<file path="config.mk">
export PLATFORM = sky130hd
export DESIGN_NAME = audio_level_meter_peak_hold_unit
export DESIGN_NICKNAME = d
export VERILOG_FILES = /design/src/sv/alm_pkg.sv /design/src/sv/audio_level_meter_peak_hold_unit.sv
export SDC_FILE = /design/constraint.sdc
export NUM_CORES = 1
export LEC_CHECK = 0
export BUFFER_PORTS_ARGS = -buffer_cell sky130_fd_sc_hd__buf_2
export CAP_MARGIN = 20
export CORE_ASPECT_RATIO = 0.75
export CORE_MARGIN = 3
export CORE_UTILIZATION = 55
export CTS_CLUSTER_DIAMETER = 50
export DETAILED_ROUTE_END_ITERATION = 6
export HOLD_SLACK_MARGIN = 0.05
export PLACE_DENSITY = 0.73
export SETUP_SLACK_MARGIN = 0.5
export SYNTH_ARGS = -nofsm -noshare
export SYNTH_HDL_FRONTEND = slang
export SYNTH_SLANG_ARGS = --single-unit
</file>
<file path="constraint.sdc">
create_clock -name clk -period 5.5 [get_ports clk]
set_input_delay 0.825 -clock clk [delete_from_list [all_inputs] [get_ports clk]]
set_output_delay 0.825 -clock clk [all_outputs]
set_load 0.05 [all_outputs]
</file>
<file path="src/sv/alm_pkg.sv">
// Shared constants, types and helpers for the audio level meter with peak hold.
package alm_pkg;

  localparam int MAX_CHANNELS = 8;
  localparam int CH_W         = $clog2(MAX_CHANNELS);
  localparam int CNT_W        = 4;
  localparam int SAMPLE_W     = 16;
  localparam int SUM_W        = 16;
  localparam int RUN_W        = 8;
  localparam int MAG_W        = 9;
  localparam int FRAME_W      = 8;
  localparam int LEVEL_W      = 7;
  localparam int AGE_W        = 6;
  localparam int MARK_W       = 2;

  // Divider: numerator sum*40, denominator frames*42, nine quotient bits.
  localparam int NUM_W        = 22;
  localparam int DEN_W        = 14;
  localparam int Q_W          = 9;
  localparam int STEP_W       = 4;
  localparam int DEN_SHIFT    = Q_W - 1;

  localparam logic [FRAME_W-1:0] MAX_FRAMES = FRAME_W'(200);
  localparam logic [MAG_W-1:0]   CLIP_LEVEL = MAG_W'(128);
  localparam logic [RUN_W-1:0]   SHORT_RUN  = RUN_W'(3);
  localparam logic [RUN_W-1:0]   LONG_RUN   = RUN_W'(10);
  localparam logic [RUN_W-1:0]   RUN_MAX    = {RUN_W{1'b1}};
  localparam logic [LEVEL_W-1:0] SHORT_CODE = LEVEL_W'(123);
  localparam logic [LEVEL_W-1:0] LONG_CODE  = LEVEL_W'(127);
  localparam logic [LEVEL_W-1:0] LEVEL_MAX  = LEVEL_W'(127);
  localparam logic [AGE_W-1:0]   AGE_LIMIT  = AGE_W'(50);
  localparam logic [NUM_W-1:0]   SUM_SCALE  = NUM_W'(40);
  localparam logic [DEN_W-1:0]   DEN_SCALE  = DEN_W'(42);
  localparam logic [CNT_W-1:0]   CNT_RESET  = CNT_W'(2);
  localparam logic [STEP_W-1:0]  DIV_STEPS  = STEP_W'(DEN_SHIFT);

  typedef enum logic [4:0] {
    S_IDLE = 5'b00001,
    S_LOAD = 5'b00010,
    S_DIV  = 5'b00100,
    S_PEAK = 5'b01000,
    S_OUT  = 5'b10000
  } state_t;

  // Clamp the programmed channel count to 1..MAX_CHANNELS.
  function automatic logic [CNT_W-1:0] eff_channels(input logic [CNT_W-1:0] c);
    logic [CNT_W-1:0] r;
    if (c == '0) begin
      r = CNT_W'(1);
    end else if (c > CNT_W'(MAX_CHANNELS)) begin
      r = CNT_W'(MAX_CHANNELS);
    end else begin
      r = c;
    end
    return r;
  endfunction

endpackage

</file>
<file path="src/sv/audio_level_meter_peak_hold_unit.sv">
// Audio level meter with per-channel clip detection, bit-serial level divider and peak hold.
// Samples arrive interleaved, channel 0 first, one per cycle while in_stall is low; the
// magnitude of each (sample/128 toward zero) is added to the channel's sum and its clip
// run is tracked. The sample flagged block_end stops input; the block then reports every
// active channel in turn. Each report passes a load state, the restoring divider that
// forms sum*40/(frames*42) one quotient bit per cycle, a peak-hold state and the output
// register, where it waits out any output stall. Input is accepted again once the final
// channel's result is taken.
module audio_level_meter_peak_hold_unit (
  input  logic                                clk,
  input  logic                                rst_n,
  input  logic                                in_valid,
  output logic                                in_stall,
  input  logic signed [alm_pkg::SAMPLE_W-1:0] in_sample_value,
  input  logic                                in_block_end,
  input  logic                                cfg_we,
  input  logic        [alm_pkg::CNT_W-1:0]    cfg_wdata,
  output logic                                out_valid,
  input  logic                                out_stall,
  output logic        [alm_pkg::CH_W-1:0]     out_channel_index,
  output logic        [alm_pkg::LEVEL_W-1:0]  out_level,
  output logic        [alm_pkg::LEVEL_W-1:0]  out_peak,
  output logic                                out_last_channel
);

  localparam int NCH = alm_pkg::MAX_CHANNELS;

  alm_pkg::state_t                state_r;
  logic [alm_pkg::CNT_W-1:0]      count_r;
  logic [alm_pkg::SUM_W-1:0]      sum_r   [NCH];
  logic [alm_pkg::RUN_W-1:0]      run_r   [NCH];
  logic [alm_pkg::MARK_W-1:0]     marks_r [NCH];
  logic [alm_pkg::LEVEL_W-1:0]    peak_r  [NCH];
  logic [alm_pkg::AGE_W-1:0]      age_r   [NCH];
  logic [alm_pkg::FRAME_W-1:0]    frame_r;
  logic [alm_pkg::CH_W-1:0]       pos_r;
  logic [alm_pkg::FRAME_W-1:0]    frames_r;
  logic [alm_pkg::CH_W-1:0]       k_r;
  logic [alm_pkg::STEP_W-1:0]     step_r;
  logic                           out_valid_r;

  // Divider datapath and output payload
  logic [alm_pkg::NUM_W-1:0]      rem_r;
  logic [alm_pkg::NUM_W-1:0]      den_sh_r;
  logic [alm_pkg::Q_W-1:0]        q_r;
  logic [alm_pkg::MARK_W-1:0]     marks_k_r;
  logic [alm_pkg::CH_W-1:0]       out_ch_r;
  logic [alm_pkg::LEVEL_W-1:0]    out_level_r;
  logic [alm_pkg::LEVEL_W-1:0]    out_peak_r;
  logic                           out_last_r;

  logic [alm_pkg::CNT_W-1:0]      n;
  logic [alm_pkg::CH_W-1:0]       ch;
  logic [alm_pkg::CH_W:0]         ch_inc;
  logic [alm_pkg::SAMPLE_W:0]     abs_val;
  logic [alm_pkg::MAG_W-1:0]      mag;
  logic                           in_fire;
  logic                           taking;
  logic [alm_pkg::SUM_W-1:0]      sum_nxt;
  logic [alm_pkg::RUN_W-1:0]      run_nxt;
  logic [alm_pkg::MARK_W-1:0]     marks_nxt;
  logic                           div_ge;
  logic [alm_pkg::LEVEL_W-1:0]    level_nxt;
  logic [alm_pkg::AGE_W-1:0]      age_inc;
  logic                           peak_take;
  logic                           last_k;

  assign n        = alm_pkg::eff_channels(count_r);
  assign ch       = ({1'b0, pos_r} >= n) ? '0 : pos_r;
  assign ch_inc   = {1'b0, ch} + (alm_pkg::CH_W+1)'(1);
  assign in_stall = (state_r != alm_pkg::S_IDLE);
  assign in_fire  = in_valid && !in_stall;
  assign taking   = (frame_r < alm_pkg::MAX_FRAMES);

  // Magnitude of the sample, then drop seven bits; -32768 lands on 256
  always_comb begin
    if (in_sample_value[alm_pkg::SAMPLE_W-1]) begin
      abs_val = (alm_pkg::SAMPLE_W+1)'(1 << alm_pkg::SAMPLE_W)
              - {1'b0, in_sample_value};
    end else begin
      abs_val = {1'b0, in_sample_value};
    end
  end
  assign mag = abs_val[alm_pkg::SAMPLE_W-1:alm_pkg::SAMPLE_W-alm_pkg::MAG_W];

  always_comb begin
    sum_nxt = sum_r[ch] + alm_pkg::SUM_W'(mag);
    if (mag >= alm_pkg::CLIP_LEVEL) begin
      run_nxt = (run_r[ch] == alm_pkg::RUN_MAX) ? run_r[ch]
              : run_r[ch] + alm_pkg::RUN_W'(1);
    end else begin
      run_nxt = '0;
    end
    marks_nxt = marks_r[ch] | {run_nxt > alm_pkg::LONG_RUN, run_nxt > alm_pkg::SHORT_RUN};
  end

  assign div_ge = (rem_r >= den_sh_r);

  always_comb begin
    if (marks_k_r[1]) begin
      level_nxt = alm_pkg::LONG_CODE;
    end else if (marks_k_r[0]) begin
      level_nxt = alm_pkg::SHORT_CODE;
    end else if (q_r[alm_pkg::Q_W-1] || q_r[alm_pkg::Q_W-2]) begin
      level_nxt = alm_pkg::LEVEL_MAX;
    end else begin
      level_nxt = q_r[alm_pkg::LEVEL_W-1:0];
    end
  end

  assign age_inc   = age_r[k_r] + alm_pkg::AGE_W'(1);
  assign peak_take = (peak_r[k_r] < level_nxt) || (age_inc > alm_pkg::AGE_LIMIT);
  assign last_k    = ({1'b0, k_r} + alm_pkg::CNT_W'(1)) == n;

  always_ff @(posedge clk) begin
    if (!rst_n) begin
      state_r     <= alm_pkg::S_IDLE;
      count_r     <= alm_pkg::CNT_RESET;
      frame_r     <= '0;
      pos_r       <= '0;
      frames_r    <= '0;
      k_r         <= '0;
      step_r      <= '0;
      out_valid_r <= 1'b0;
      for (int i = 0; i < NCH; i++) begin
        sum_r[i]   <= '0;
        run_r[i]   <= '0;
        marks_r[i] <= '0;
        peak_r[i]  <= '0;
        age_r[i]   <= '0;
      end
    end else begin
      if (cfg_we) begin
        count_r <= cfg_wdata;
        // Drop the peak hold when the active channel set changes
        if (alm_pkg::eff_channels(cfg_wdata) != n) begin
          for (int i = 0; i < NCH; i++) begin
            peak_r[i] <= '0;
            age_r[i]  <= '0;
          end
        end
      end
      case (state_r)
        alm_pkg::S_IDLE: begin
          if (in_fire) begin
            if (taking) begin
              sum_r[ch]   <= sum_nxt;
              run_r[ch]   <= run_nxt;
              marks_r[ch] <= marks_nxt;
            end
            if (in_block_end) begin
              frames_r <= taking ? frame_r + alm_pkg::FRAME_W'(1) : alm_pkg::MAX_FRAMES;
              k_r      <= '0;
              state_r  <= alm_pkg::S_LOAD;
            end else if (ch_inc >= n) begin
              pos_r <= '0;
              if (taking) begin
                frame_r <= frame_r + alm_pkg::FRAME_W'(1);
              end
            end else begin
              pos_r <= ch_inc[alm_pkg::CH_W-1:0];
            end
          end
        end
        alm_pkg::S_LOAD: begin
          step_r  <= alm_pkg::DIV_STEPS;
          state_r <= alm_pkg::S_DIV;
        end
        alm_pkg::S_DIV: begin
          if (step_r == '0) begin
            state_r <= alm_pkg::S_PEAK;
          end else begin
            step_r <= step_r - alm_pkg::STEP_W'(1);
          end
        end
        alm_pkg::S_PEAK: begin
          if (peak_take) begin
            peak_r[k_r] <= level_nxt;
            age_r[k_r]  <= '0;
          end else begin
            age_r[k_r]  <= age_inc;
          end
          out_valid_r <= 1'b1;
          state_r     <= alm_pkg::S_OUT;
        end
        alm_pkg::S_OUT: begin
          if (!out_stall) begin
            out_valid_r <= 1'b0;
            if (out_last_r) begin
              // Close the block: restart accumulation
              for (int i = 0; i < NCH; i++) begin
                sum_r[i]   <= '0;
                run_r[i]   <= '0;
                marks_r[i] <= '0;
              end
              frame_r <= '0;
              pos_r   <= '0;
              state_r <= alm_pkg::S_IDLE;
            end else begin
              k_r     <= k_r + alm_pkg::CH_W'(1);
              state_r <= alm_pkg::S_LOAD;
            end
          end
        end
        default: begin
          state_r <= alm_pkg::S_IDLE;
        end
      endcase
    end
  end

  // Restoring divider, one quotient bit per cycle, top two bits flag overflow
  always_ff @(posedge clk) begin
    case (state_r)
      alm_pkg::S_LOAD: begin
        rem_r     <= alm_pkg::NUM_W'(sum_r[k_r]) * alm_pkg::SUM_SCALE;
        den_sh_r  <= {alm_pkg::DEN_W'(frames_r) * alm_pkg::DEN_SCALE,
                      {alm_pkg::DEN_SHIFT{1'b0}}};
        q_r       <= '0;
        marks_k_r <= marks_r[k_r];
      end
      alm_pkg::S_DIV: begin
        if (div_ge) begin
          rem_r <= rem_r - den_sh_r;
        end
        q_r      <= {q_r[alm_pkg::Q_W-2:0], div_ge};
        den_sh_r <= den_sh_r >> 1;
      end
      alm_pkg::S_PEAK: begin
        out_ch_r    <= k_r;
        out_level_r <= level_nxt;
        out_peak_r  <= peak_take ? level_nxt : peak_r[k_r];
        out_last_r  <= last_k;
      end
      default: begin
      end
    endcase
  end

  assign out_valid         = out_valid_r;
  assign out_channel_index = out_ch_r;
  assign out_level         = out_level_r;
  assign out_peak          = out_peak_r;
  assign out_last_channel  = out_last_r;

`ifndef SYNTHESIS
  a_no_input_during_report: assert property (@(posedge clk) disable iff (!rst_n)
    out_valid |-> in_stall)
    else $error("input accepted while a result is pending");

  a_peak_covers_level: assert property (@(posedge clk) disable iff (!rst_n)
    out_valid |-> (out_peak >= out_level))
    else $error("held peak below reported level");

  a_last_is_final_channel: assert property (@(posedge clk) disable iff (!rst_n)
    (out_valid && out_last_channel) |->
      ({1'b0, out_channel_index} + alm_pkg::CNT_W'(1)) == n)
    else $error("last channel flag on wrong channel");

  a_block_cleared: assert property (@(posedge clk) disable iff (!rst_n)
    (out_valid && !out_stall && out_last_channel) |=>
      (frame_r == '0) && (pos_r == '0) && !in_stall)
    else $error("block state not cleared after final result");
`endif

endmodule
</file>
# [Word-level counts from Yosys, hierarchy flattened]
# Memory sizes are Yosys's and may differ from the RTL's. A register that Yosys moved wholly into a read port is not among the register bits.
# Cells that the tools add are included.
# Widths: inputs -> output; s select.
[totals] ram_bits=312 out_inout_bits=20 mem_count=5 word_cells=252 reg_bits=107 inputBits=26
[classes] n_bitwise=42 n_mux=126 n_reduce_logical=21 mul=2 order_cmp=11 add_sub_neg=10 n_eq_ne=20
[memory_table] name="sum_r" words=8 width=16 read_ports=2 rd_clocked_by_memory_dff=1 write_ports=8 line="audio_level_meter_peak_hold_unit.sv:30" rtl="logic [alm_pkg::SUM_W-1:0] sum_r [NCH];"
[memory_table] name="run_r" words=8 width=8 read_ports=1 rd_clocked_by_memory_dff=0 write_ports=8 line="audio_level_meter_peak_hold_unit.sv:31" rtl="logic [alm_pkg::RUN_W-1:0] run_r [NCH];"
[memory_table] name="peak_r" words=8 width=7 read_ports=1 rd_clocked_by_memory_dff=1 write_ports=9 line="audio_level_meter_peak_hold_unit.sv:33" rtl="logic [alm_pkg::LEVEL_W-1:0] peak_r [NCH];"
[memory_table] name="age_r" words=8 width=6 read_ports=1 rd_clocked_by_memory_dff=1 write_ports=9 line="audio_level_meter_peak_hold_unit.sv:34" rtl="logic [alm_pkg::AGE_W-1:0] age_r [NCH];"
[memory_table] name="marks_r" words=8 width=2 read_ports=2 rd_clocked_by_memory_dff=1 write_ports=8 line="audio_level_meter_peak_hold_unit.sv:32" rtl="logic [alm_pkg::MARK_W-1:0] marks_r [NCH];"
[ops] operator="$mux 16" count=10
[ops] operator="$mux 8" count=18
[ops] operator="$pmux 22 s2" count=2
[ops] operator="$mux 7" count=12
[ops] operator="$mux 3" count=19
[ops] operator="$mux 6" count=9
[ops] operator="$or 1x1->1" count=41
[ops] operator="$mux 4" count=7
[ops] operator="$mux 1" count=27
[ops] operator="$pmux 5 s5" count=1
[ops] operator="$ge 22x22->1" count=1
[ops] operator="$mux 22" count=1
[ops] operator="$ne 2x2->1 const B" count=11
[ops] operator="$sub 22x22->22" count=1
[ops] operator="$mux 2" count=10
[ops] operator="$mux 5" count=4
[ops] operator="$mul 16x3->19 const B" count=1
[ops] operator="$pmux 9 s2" count=1
[ops] operator="$add 16x9->16" count=1
[ops] operator="$add 8x1->8 const B" count=2
[ops] operator="$pmux 8 s2" count=1
[ops] operator="$reduce_or 16->1" count=1
[ops] operator="$sub 1x16->16 const A" count=1
[ops] operator="$mul 8x5->13 const B" count=1
[ops] operator="other kinds (38)" count=49

# [Logic depth before layout (Yosys ltp)]
# Gate-level depths: netlist (run 1).
# An unclocked memory read counts as a cell.
[logic_depth] depth_word=12 depth_mapped=31 ltp_nobuf=23

# [Worst setup path after synthesis (run 1)]
# Ideal clock, no wire load.
[synth_timing] path_kind="reg2reg" from="register count_r[3] (netlist bit)" to="memory sum_r[1][14] (netlist bit), data pin" path_stages_with_launch=31 period_less_slack_ns=5.929 path_slack_ns=-0.429 arrival_time_ns=5.664 n_path_buf=9 setup_ns=0.265 t_required_ns=5.235 cell_sequence="dfxtp_1 -> buf_2 -> clkbuf_1 -> inv_1 -> nand2_1 -> ha_1 -> a21oi_1 -> o21a_4 -> o21ai_4 -> inv_2 -> buf_6 -> buf_6 -> buf_4 -> buf_2 -> buf_2 -> buf_2 -> buf_2 -> mux2i_1 -> a221oi_1 -> ha_1 -> fa_1 -> a21o_1 -> a21oi_1 -> o21bai_1 -> a21oi_1 -> o21bai_1 -> a21o_1 -> a21oi_1 -> nor3b_1 -> xor2_1 -> nor2b_1"
[synth_rtl] element="from (decl)" line="audio_level_meter_peak_hold_unit.sv:29" rtl="logic [alm_pkg::CNT_W-1:0] count_r;"
[synth_rtl] element="from (signal assigned)" line="audio_level_meter_peak_hold_unit.sv:118" rtl="count_r <= alm_pkg::CNT_RESET;"
[synth_rtl] element="from (signal assigned)" line="audio_level_meter_peak_hold_unit.sv:134" rtl="count_r <= cfg_wdata;"
[synth_rtl] element="to (decl)" line="audio_level_meter_peak_hold_unit.sv:30"

==> results of run 1 <==
## routing by layer
| layer | vias up | track usage [%] | wire (µm) |
|---|---|---|---|
| li1 | 7561 | - | - |
| met1 | 8180 | 37.9 | 25100 |
| met2 | 792 | 42.7 | 28100 |
| met3 | 98 | 4.84 | 5730 |
| met4 | 0 | 6.48 | 1180 |
| met5 | - | 0 | 0 |
## cell usage after synthesis, types with 9 or more instances
master	instances	share of area, %
nor3_1	25	0.54
a21oi_2	9	0.34
a211oi_1	27	0.87
buf_6	10	0.48
and3_1	34	0.91
a21o_1	22	0.71
a32oi_1	9	0.34
nor4_1	11	0.29
mux2_2	32	1.5
edfxtp_1	385	50
o21bai_1	13	0.42
and2_1	22	0.59
nor2b_1	67	1.8
mux4_2	60	5.8
a21oi_1	92	2.0
clkbuf_1	70	1.1
mux2i_1	53	2.3
nand3_1	34	0.73
o21ai_0	51	1.1
buf_2	19	0.41
nor2_1	341	5.5
xnor2_1	50	1.9
dfxtp_1	39	3.3
ha_1	106	5.7
a221oi_1	9	0.34
a32o_1	9	0.39
a21boi_0	11	0.35
inv_1	72	1.2
xor2_1	29	1.1
nand2_1	177	2.8
or3_1	13	0.35
## final cells by class
class | instances | area share [%]
clock inverter | 31 | 0.906
antenna | 1 | 0.00964
multi-input combinational | 1437 | 40.0
sequential | 424 | 47.6
tap | 561 | 2.70
inverter | 73 | 1.09
timing repair buffer | 111 | 3.05
clock buffer | 53 | 4.66
## state kept, by name (all words and copies together), names as in the netlist, 9 cells and up, named ones only
register / count
sum_r: 128
run_r: 64
peak_r: 56
age_r: 48
den_sh_r: 22
rem_r: 22
marks_r: 16
q_r: 9
## power breakdown
group | internal, mW | switching (mW)
combinational | 0.564 | 0.958
sequential | 3.70 | 0.0768
clock | 1.64 | 1.34
## worst max-delay path, delay by kind of cell (launching register included)
kind | cells | cell delay (ns)
adders and majority gates | 3 | 0.87
and+or+nand+nor | 6 | 0.66
AOI/OAI and AO/OA | 11 | 2.00
DFF | 1 | 0.38
muxes | 1 | 0.20
xor gates and xnor gates | 1 | 0.23
buffers and inverters | 1 | 0.14
## placed cells by master (no fill, tap or decap), types with 27 or more instances in the layout
cell type  synthesis  routed
dfxtp_1           39      34
buf_4              5      57
nor2_1           341     340
nor2b_1           67      67
and3_1            34      34
nand3_1           34      34
clkbuf_16          0      47
ha_1             106     103
a211oi_1          27      27
xnor2_1           50      48
mux2i_1           53      53
mux4_2            60      60
mux2_2            32      32
nand2_1          177     175
inv_1             72      71
a21oi_1           92      89
edfxtp_1         385     385
buf_2             19      46
o21ai_0           51      49
## per-stage QoR
step | setup WS, ns | utilization [%] | power (mW)
after floorplan | 0.505 | - | 4.94
after global placement | 0.594 | 59.0 | 5.27
after detailed placement | 0.414 | 59.0 | 5.31
after CTS | 0.501 | 62.5 | 8.28
after global routing | 0.477 | 62.8 | 8.62
final | 0.728 | 62.8 | 8.29
## kinds of logic after synthesis
| family | count (synthesis) | share of synthesized area [%] |
|---|---|---|
| AO/OA/AOI/OAI | 324 | 9.60 |
| XOR/XNOR | 79 | 2.96 |
| adder cells (fa/ha/maj) | 112 | 6.19 |
| buffers and inverters | 183 | 3.44 |
| flip-flops | 424 | 52.8 |
| multiplexers | 146 | 9.66 |
| AND/OR/NAND/NOR | 776 | 15.3 |
## how the worst max path moves through the flow
| stage | start | slack, ns | depth (start not counted) | end |
|---|---|---|---|---|
| 5_1_grt | count_r[2] | 0.48 | 21 | sum_r[5][11] |
| 3_5_place_dp | count_r[3] | 0.41 | 22 | sum_r[1][10] |
| 6_report | count_r[1] | 0.73 | 23 | sum_r[5][14] |
| 4_1_cts | count_r[1] | 0.50 | 23 | sum_r[1][10] |
| 3_3_place_gp | count_r[3] | 0.59 | 15 | marks_r[4][0] |
| 2_1_floorplan | count_r[3] | 0.50 | 30 | sum_r[1][12] |
## repair_timing
action	CTS	global route
hold endpoints to repair	0	0
pin swaps	0	1
setup buffers	0	2
gates resized for setup	3	20
setup endpoints to repair	64	118
==> flow_results.org, run 1 <==
** Synthesis
- Yosys mapped the design onto 87 distinct sky130hd cell types.
- Warnings from Yosys :: 0
- Share of synthesized flip-flops with an asynchronous set or reset :: 0%
- Syn Inst Count :: ~2000
- Netlist area before placement :: 23400 µm²
- A synthesized cell averages ~11 µm².
- When the netlist entered floorplanning its net count stood at about 2200.
- Summing the sequential cell areas from Yosys gives 52.8% of the chip area.
- In this run, synthesis inferred just under 400 flip-flops with an integrated enable.
- For this run, the leading register cell type out of synthesis is edfxtp_1.
- Count of state elements after synthesis :: 424

** Finish
- The layout has 3227 filler cells.
- Nets@finish :: 2231
- Flip-flop and latch area :: 12400 µm²
- After routing the design area is approximately 26000 µm².
- In the final layout, the share of cells above drive strength 1 is between 10% and 20%.
- Number of non-filler instances in the completed layout :: 2691
- Area of the multi-input gates :: 10400 µm²
- Area Growth Syn to Fin :: 11.1%

** Setup path
- Data required time of the critical path :: a little under 6 ns
- The worst setup path is captured at a flop.
- STA classifies the critical path startpoint as a flop.
- On the critical path, the stage with the largest delay is an instance of dfxtp_2.
- Critical-path maximum fanout :: 26
- Across all register-to-register paths, the minimum setup slack is 0.73 ns.
- Largest stage delay on the critical path :: 0.38 ns
- The worst register-to-register path ends at sum_r[5][14].
- In this run the critical register-to-register path is launched from count_r[1].
- Measured in cells, the most critical reg-to-reg path has a length of 23.
- The critical path goes through nor2_1, nor2_1, nor2_4, ha_4, nor2b_4, o21a_4, o21ai_4, inv_8, mux2i_1, a32o_1, a221oi_1, ha_2, fa_2, a21o_1, a21oi_2, o21bai_1, a21oi_2, o21bai_1, a21o_1, a21oi_4, nor3b_2, xor2_2, nor2b_1.
- Data arrives at the worst endpoint at 5.06 ns.
- Type of the setup path with the least slack :: reg2reg

** Detailed routing
- After detailed routing, the average wire length per cell comes to 22.4 µm.
- For this run, the detailed router's first-pass iteration total came to 7.
- For this run, design rule violations remaining after detail routing come to 0.
- For this block, the initial DRC count from the detailed router was around 1800.
- Post-detailed-route count of antenna-violating nets :: 0
- Via count :: 16631
- Wires add up to 60.2 mm.
- Via count normalized by instance count :: slightly above 6

** STA
- Setup skew after layout :: about 0.026 ns
- The worst pin sits at a relative slew slack of 28.0%.
- Setup violations remaining at the end of the flow were counted as 0.
- Slew @ Worst Pin :: 1.07 ns
- Final-report max-slew violation count :: 0
- Setup repair after global routing left no endpoint under its margin.
- Setup tns final :: 0 ns
- The tightest hold path in the finished design has a slack of around 0.53 ns.
- Final min period :: around 4.8 ns
- The worst path uses 86.8% of the clock period.
- Final Hold Violating Endpoints :: 0
- Max Clk Rate :: 210 MHz

** Flow run
- Max-cap violations in this run came to 0.

** GRT
- Entering global routing, the biggest net connects 62 pins.
- The first global-routing pass estimated 92.9 mm of wire.
- Number of antenna violations at the first check in global routing :: 0
- Summed over all layers, the global routing overflow is 0.
- The via count of the first global-routing pass is 16377.
- For this run, the total global-route usage over all layers was measured as 26.6%.

** Clocking
- CTS tree :: built
- For the worst-skew pair, the clock arrives at the later sink with an insertion delay of 0.57 ns.
- For this design, the CTS-stage hold fixing added 0 buffers.
- Sink Count :: 424
- TritonCTS created 46 clock buffers.
- Clk pin slew, worst setup/hold paths :: about 0.070 ns
- No sink is reached through more buffers than the 3 on the longest clock path.
- Buffer cell driving the clock tree root :: clkbuf_16
- In this run the number of H-tree levels came out at 2.

** Min path
- Capture endpoint of the worst hold path :: frames_r[5]
- Number of instances on the worst hold path :: 2
- The min-delay analysis places its worst path in the category reg2reg.
- The worst hold path begins at frames_r[5].

** Placed design
- Including well taps, the total number of placed cells is 2603.
- IO Port Bufs :: 45
- Detailed placement finished with a half-perimeter wire length of around 39 mm.
- Routability-driven placement finished with a final weighted congestion of 0.886.
- Instance area at placement :: 24400 µm²

** Floorplanning
- Die X :: 244 µm
- Die Span Y :: ~180 µm
- 46 I/O pins were placed.
- Number of standard-cell rows in the floorplan :: between 60 and 70
- Once the floorplan was initialized, standard cells occupied 56.5% of the core.
- In this run the standard cell core region covers between 40000 and 50000 µm².
- The floorplan step defined a die boundary enclosing 45000 µm².

** Power
- Summed over all cells, the static leakage comes to between 9 and 10 nW.
- Power spread over the standard cell area amounts to 319 nW/µm².
- VDD sags by at most 0.000318 V.

** Status
- Status :: complete, no violations
(Power assumes the default switching activity.)
==> inputs of run 2 (changes only) <==
- CELL_PAD_IN_SITES_DETAIL_PLACEMENT: default -> 0
- CELL_PAD_IN_SITES_GLOBAL_PLACEMENT: default -> 1
- CORE_MARGIN: 3 -> 1
- CORE_UTILIZATION: 55 -> 47
- PLACE_DENSITY: 0.73 -> 0.76
==> run 2 against run 1 <==
  * Non-clock buffer count increased by 8
  * Power increased by 0.91%
  * Critical path depth increased by 1
  * Global-route usage decreased by 1.7 points
  * Via count decreased by 2.1%
  * Sequential cell count unchanged
  * Die area increased by 12%
  * Combinational power about the same
  * Final cell count increased by 3.5%
  * Register-to-register slack improved by 0.03 ns
  * Largest cell class unchanged
  * Largest power group unchanged
  * Highest routed layer unchanged
==> flow_results.org, run 2 (synthesis gave the netlist of run 1 again) <==
** Finish
- Leaving out fill and tap cells, the most frequent cell in the layout is edfxtp_1.
- Excluding fillers, the count of instances in the completed layout stands at 2784.
- In the final layout, the share of cells above drive strength 1 is around 16%.
- Flip-flop and latch area :: between 10000 and 15000 µm²
- Area of the multi-input gates :: roughly 10000 µm²
- Fill cells in the final layout number 4249.
- The number of antenna diodes in the final layout is 0.
- Relative to the synthesized area, the layout overhead comes to 11.7%.
- Register name with the most flops :: sum_r
- Max FFs per register :: 128
- Leading cell types in the layout, fill and taps excluded :: edfxtp_1, nor2_1, nand2_1
- Nets@finish :: about 2200
- In the final layout, the registers with the most flip-flops are sum_r x128, run_r x64, peak_r x56.

** Setup path
- Launch point of the worst path :: count_r[2]
- In this design, the largest share of critical-path delay is due to compound AO/OA/AOI/OAI gates.
- WP data arrival :: 5.06 ns
- Capturing element of the worst setup path :: sum_r[7][12]
- Data required time of the critical path :: a little under 6 ns
- Critical path cell sequence :: nor2_1, nor2_1, nor2_2, ha_4, nor2b_4, o21a_4, o21ai_4, inv_8, mux2i_1, a32o_1, a221oi_1, ha_2, fa_2, a21o_1, a21oi_2, o21bai_1, a21oi_2, o21bai_1, a21o_1, a21oi_4, nor4_4, xnor2_2, buf_4, nor2b_1
- The worst setup path is launched from a flop.
- Of all nets on the critical path, the largest fanout is 24.
- The worst setup path is of the reg2reg kind.
- The startpoint identified for the worst register-to-register timing path is count_r[2].
- In this run the critical register-to-register path is captured at sum_r[7][12].
- Register-to-register path setup slack :: 0.76 ns
- Reg2Reg Depth :: 24
- Stages on worst setup path :: 24
- STA classifies the critical path endpoint as a flop.
- Largest stage delay on the critical path :: 0.43 ns
- Max stage delay cell, worst path :: dfxtp_1
- Buffers and inverters on the worst path :: 2

** Detailed routing
- Via count :: between 15000 and 20000
- Final wirelength :: 61.9 mm
- The count of nets left with antenna violations once routing finished came out at 0.
- In this run, the number of DRC markers left after iteration 0 of detailed routing was 1505.
- After detailed routing, the number of remaining DRC violations is 0.
- Iteration count of the initial detailed-routing pass :: 5
- Via count normalized by instance count :: about 5.8
- Routed wire per std cell :: 22.2 µm

** Flow run
- Max-cap violations :: 0

** GRT
- Largest net degree at the start of global routing :: between 60 and 70
- The via count of the first global-routing pass was 15845.
- For this run the aggregate overflow at the end of global routing stands at 0.
- Global-route usage over all layers :: 24.8%
- The initial antenna violation count was 0.
- Global-route wire length before repair :: around 95 mm

** Placed design
- At the end of routability-driven placement, the weighted congestion stood at 0.851.
- After detailed placement, the design holds a cell count of 2690.
- IO Port Bufs :: 45
- Once detailed placement completed, the half-perimeter wirelength came to 40.0 mm.

** STA
- Unrepaired setup endpoints after global routing :: no
- At the pin with the least slew margin, the transition time is 1.11 ns.
- Counting I/O delays and the setup requirement, the final critical path takes approximately 4.7 ns.
- Final cycle utilization of the critical path :: 86.2%
- Setup violations remaining at the end of the flow were counted as 0.
- For the final routed database, the setup TNS stands at 0 ns.
- Worst slew slack as a fraction of its limit :: 26.1%
- Based on the critical path, the design can be clocked at up to 211 MHz.
- The final-report hold violation count was 0.
- On the final layout, the worst clock skew is 0.0294 ns.
- The count of final max-slew check failures is 0.

** Clocking
- # hold bufs at CTS :: 0
- Counting every sink on the clock net gives 424.
- After clock tree synthesis, the clock-pin slew on the worst setup and hold paths is about 0.06 ns.
- TritonCTS created 47 clock buffers.
- Buffer levels on the longest clock path :: 3
- Buffer cell driving the clock tree root :: clkbuf_16
- The H-tree was split into 2 levels.
- CTS tree :: built
- For the worst-skew pair, the clock arrives at the later sink with an insertion delay of about 0.59 ns.

** Floorplanning
- The floorplan step set the die width to 259 µm.
- Area of the core :: 48900 µm²
- I/O pin total :: 46
- Die Span Y :: 195 µm
- The die covers 50600 µm².
- Effective utilization at floorplan :: 47.8%
- The floorplan has 70 rows.

** Power
- For this design the total switching power over the nets is 2.35 mW.
- In this run, the combinational gates consume 18.2% of the power.
- Cell leakage power :: a little under 10 nW
- Internal power summed over all cells :: between 6 and 7 mW
- Maximum vdd drop :: ~0.00025 V
- In this run the power density over the cells is 320 nW/µm².
- Sequential cells burn between 40 and 50% of the power.
- Fraction of power spent switching nets :: 28.1%
- Proportion of power drawn by the clock network :: 36.7%

** Min path
- The min-delay analysis places its worst path in the category reg2reg.

** Status
- Status :: complete, no violations
run 2: changes by cell type in the layout (fill, tap and decap cells not counted), sizes merged:
cell    previous run  this run
clkinv            26        10
clkbuf            53        62
buf              111       119
inv               75        79
bufinv             1         3
diode              1         0
run 2: area by class of cell:
class                           instances  share of cell area (%)
Sequential cell                       424                    47.3
Clock inverter                         21                   0.781
Clock buffer                           62                    4.80
Timing Repair Buffer                  119                    3.14
Tap cell                              648                    3.11
Inverter                               73                    1.09
Multi-Input combinational cell       1437                    39.8
run 2: power groups by stage:
stage	Sequential [mW]	Combinational (mW)	Clock, mW
3_5_place_dp	3.84	1.48	0
4_1_cts	3.78	1.49	3.12
2_1_floorplan	3.81	1.12	0
5_1_grt	3.79	1.67	3.23
6_report	3.78	1.52	3.06
3_3_place_gp	3.84	1.46	0
run 2: timing repair:
| item | in CTS | in global routing |
|---|---|---|
| setup buffers | 0 | 10 |
| resized for setup | 0 | 20 |
| endpoints found under the setup margin | 0 | 93 |
run 2: worst min path at each step:
stage	start	to	slack [ns]	cells after the start
after floorplan	k_r[1]	out_channel_index[1]	0.45	0
after global placement	frames_r[0]	frames_r[0]	0.48	2
after detailed placement	frames_r[0]	frames_r[0]	0.49	2
after CTS	cfg_wdata[0]	count_r[0]	0.49	3
after global routing	cfg_wdata[0]	count_r[0]	0.52	3
final	frames_r[1]	frames_r[1]	0.50	2
run 2: per-stage QoR:
stage                     hold slack, ns  power (mW)  utilization (%)  area (µm²)  worst slack (ns)
after global routing               0.524        8.70             53.4       26100             0.482
final                              0.498        8.36             53.4       26100             0.762
after CTS                          0.494        8.38             53.0       25900             0.542
after floorplan                    0.447        4.94                -       23500             0.505
after global placement             0.482        5.29             50.1       24500             0.650
after detailed placement           0.493        5.32             50.1       24500             0.567
run 2: worst reg2reg max path, stage by stage (launching register included):
cell      delay (ns)
dfxtp_1         0.43
nor2_1          0.06
nor2_1          0.11
nor2_2          0.09
ha_4            0.28
nor2b_4         0.04
o21a_4          0.29
o21ai_4         0.29
inv_8           0.15
mux2i_1         0.15
a32o_1          0.21
a221oi_1        0.26
ha_2            0.26
fa_2            0.21
a21o_1          0.14
a21oi_2         0.07
o21bai_1        0.17
a21oi_2         0.09
o21bai_1        0.14
a21o_1          0.20
a21oi_4         0.10
nor4_4          0.33
xnor2_2         0.10
buf_4           0.16
nor2b_1         0.13
run 2: per-layer routing:
layer / wire length [µm] / vias up / global-route usage [%]
met4: 1330 / 0 / 6.97
met1: 28300 / 7994 / 37.5
li1: - / 7596 / -
met5: 0 / - / 0
met2: 26900 / 616 / 36.5
met3: 5500 / 77 / 4.63
==> inputs of run 3 (changes only) <==
- CORE_UTILIZATION: 47 -> 30
- CTS_CLUSTER_DIAMETER: 50 -> 80
- PLACE_DENSITY: 0.76 -> 0.52
==> run 3 against run 2 <==
  * Final cell count increased by 14%
  * Register-to-register slack about the same
  * Fmax decreased by 0.17%
  * Largest cell class unchanged
  * Die area increased by 56%
==> flow_results.org, run 3 (synthesis gave the netlist of run 1 again) <==
** Setup path
- In this design, the stage delay of the slowest critical-path cell is roughly 0.59 ns.
- By startpoint and endpoint, the worst setup path is classified as reg2reg.
- Setup slack on the worst reg-to-reg path comes out at roughly 0.75 ns.
- Walking the worst path, the cells encountered are nor2_1, nor2_1, nor2_4, ha_4, nor2b_4, o21a_4, buf_4, o211ai_4, buf_4, a21oi_1, nor4_2, inv_1, ha_1, inv_1, a211o_1, nor2_4, o21a_1, mux2i_2, and3_1, a21oi_2.
- STA puts the critical path data required time at 5.83 ns.
- Startpoint Class :: flop
- Max stage delay cell, worst path :: and3_1
- The worst register-to-register path has a depth of 20.
- The most critical setup path has its endpoint at marks_r[3][0].
- Critical-path maximum fanout :: 11
- Data on the critical path arrives at its endpoint at between 5 and 6 ns.
- The worst setup path is captured at a flop.
- The worst register-to-register path ends at marks_r[3][0].
- In this run the critical register-to-register path is launched from count_r[2].
- The critical path starts at count_r[2].

** GRT
- The first global-routing pass estimated roughly 110 mm of wire.
- After global routing the overflow that remains totals 0.
- Entering global routing, the biggest net connects 62 pins.
- Number of antenna violations at the first check in global routing :: 0
- Vias in the first global route :: between 15000 and 20000
- In the global route stage, overall resource usage came out at between 10% and 20%.

** Power
- Net switching is between 20% and 30% of the power.
- Proportion of power drawn by the clock network :: 37.3%
- In this run, the combinational gates consume 18.5% of the power.
- Register share of total power :: 44.1%
- Power per cell area :: ~320 nW/µm²
- Internal power summed over all cells :: 6.10 mW
- In this run the power spent charging and discharging nets is 2.46 mW.
- Cell leakage power :: 9.90 nW
- VDD sags by at most 0.000239 V.

** Clocking
- The clock passes through at most 3 buffers.
- Sink Count :: 424
- The later pin in the worst-skew pair is clocked with a latency of ~0.60 ns.
- H-tree levels :: 2
- After clock tree synthesis, the flow added hold-fix buffers numbering 0.
- Clk pin slew, worst setup/hold paths :: 0.06 ns
- The tree is rooted in a clkbuf_16.
- The number of clock buffers added by TritonCTS is 48.
- TritonCTS built the clock tree.

** STA
- Unrepaired setup endpoints after global routing :: yes
- Post-layout worst setup margin :: between 0.7 and 0.8 ns
- Setup violations remaining at the end of the flow were counted as 0.
- Max Clk Rate :: 211 MHz
- Setup skew after layout :: 0.0196 ns
- Slew @ Worst Pin :: slightly below 1 ns
- The worst path uses about 86% of the clock period.
- For the final routed database, the setup TNS stands at 0 ns.
- The count of final max-slew check failures came to 0.
- The final-report hold violation count came to 0.
- For the finished layout, the period the worst path requires is around 4.7 ns.
- In this run the tightest slew margin relative to its limit is 33.8%.

** Status
- Status :: complete, no violations

** Detailed routing
- DR DRC count :: 0
- In this run, the number of DRC markers left after iteration 0 of detailed routing was 1560.
- Final wirelength :: slightly above 70 mm
- Via count :: 16259
- Via count normalized by instance count :: 5.10
- Post-detailed-route count of antenna-violating nets :: 0
- Routed wire per std cell :: ~22 µm
- Before antenna repair, the detailed router went through 5 iterations.

** Finish
- In the final layout, the registers with the most flip-flops are sum_r x128, run_r x64, peak_r x56.
- Number of antenna repair diodes :: 0
- Fraction of layout cells with a size suffix above 1 :: 16.7%
- Leading cell types in the layout, fill and taps excluded :: edfxtp_1, nor2_1, nand2_1
- Nets@finish :: 2251
- Area Growth Syn to Fin :: 14.6%
- The register with the most flip-flops in the layout has 128 of them.
- Register name with the most flops :: sum_r
- Measured on the finished design, the core utilization comes to between 30% and 40%.
- Most common library cell in the layout ignoring fill and taps :: edfxtp_1

** Floorplanning
- I/O pin total :: 46
- The die covers 79000 µm².
- For this configuration, the core starts out at a cell density of 30.3%.
- The region available for standard cell placement spans between 70000 and 80000 µm².
- The floorplan has 88 rows.
- Die Span Y :: between 200 and 250 µm
- Die X :: ~320 µm

** Min path
- In this run the most critical hold path is launched from cfg_wdata[1].
- Worst min path class :: in2reg

** Placed design
- At the end of routability-driven placement, the weighted congestion stood at 0.811.
- IO Port Bufs :: 45
- Pre-CTS worst setup slack :: 0.424 ns
- The wire-length estimate of the detail-placed layout is 46.0 mm.

** Flow run
- Max-cap violations :: 0
## run 3: cell count changes in the layout (fill, tap and decap cells not counted), sizes merged
cell | before | now
buf | 119 | 128
clkbuf | 62 | 69
clkinv | 10 | 14
inv | 79 | 75
bufinv | 3 | 4
clkinvlp | 2 | 1
## run 3: layout make-up
| cell class | instances | area [µm²] |
|---|---|---|
| Clock inverter | 21 | 229 |
| Inverter | 73 | 282 |
| Multi-Input combinational cell | 1437 | 10400 |
| Clock buffer | 68 | 1290 |
| Tap cell | 1035 | 1290 |
| Timing Repair Buffer | 129 | 918 |
| Sequential cell | 424 | 12400 |
| Fill cell | 7597 | 50200 |
## run 3: how the worst min path moves through the flow
| stage | to | depth (start not counted) | slack, ns |
|---|---|---|---|
| after floorplan | out_channel_index[1] | 0 | 0.45 |
| after detailed placement | frames_r[2] | 2 | 0.50 |
| after global placement | frames_r[1] | 2 | 0.49 |
| after global routing | count_r[1] | 3 | 0.51 |
| after CTS | count_r[1] | 3 | 0.46 |
| final | count_r[1] | 3 | 0.50 |
## run 3: metrics by stage
stage          cell area (µm²)  hold slack (ns)  instances  total power, mW
2_1_floorplan            23500            0.447       2044             4.94
3_3_place_gp             25000            0.489       3085             5.39
3_5_place_dp             25000            0.497       3085             5.40
4_1_cts                  26600            0.462       3174             8.62
5_1_grt                  26800            0.507       3187             8.94
6_report                 26800            0.499       3187             8.56
## run 3: critical path, delay by kind of cell (launching register included)
| kind | cells | cell delay, ns |
|---|---|---|
| fa+ha+maj | 2 | 0.53 |
| mux | 1 | 0.44 |
| simple gates | 7 | 1.54 |
| flops | 1 | 0.34 |
| buf+inv | 4 | 0.61 |
| compound gates | 6 | 0.99 |
## run 3: layer usage
metal	up-vias	global-route usage, %	routed length, µm
met5	-	0	0
li1	7603	-	-
met4	0	4.45	1470
met2	391	26.0	29800
met3	88	2.93	3880
met1	8177	28.2	36200
## run 3: power groups by stage
stage	Combinational, mW	Sequential (mW)	Clock, mW
final	1.59	3.78	3.20
after global routing	1.75	3.79	3.39
after CTS	1.57	3.78	3.27
after detailed placement	1.55	3.84	0
after global placement	1.55	3.84	0
after floorplan	1.12	3.81	0
## run 3: repair_timing
action                     CTS  global route
setup endpoints to repair   33            94
setup buffers                0            11
gates resized for setup      4            17
pin swaps                    0             3
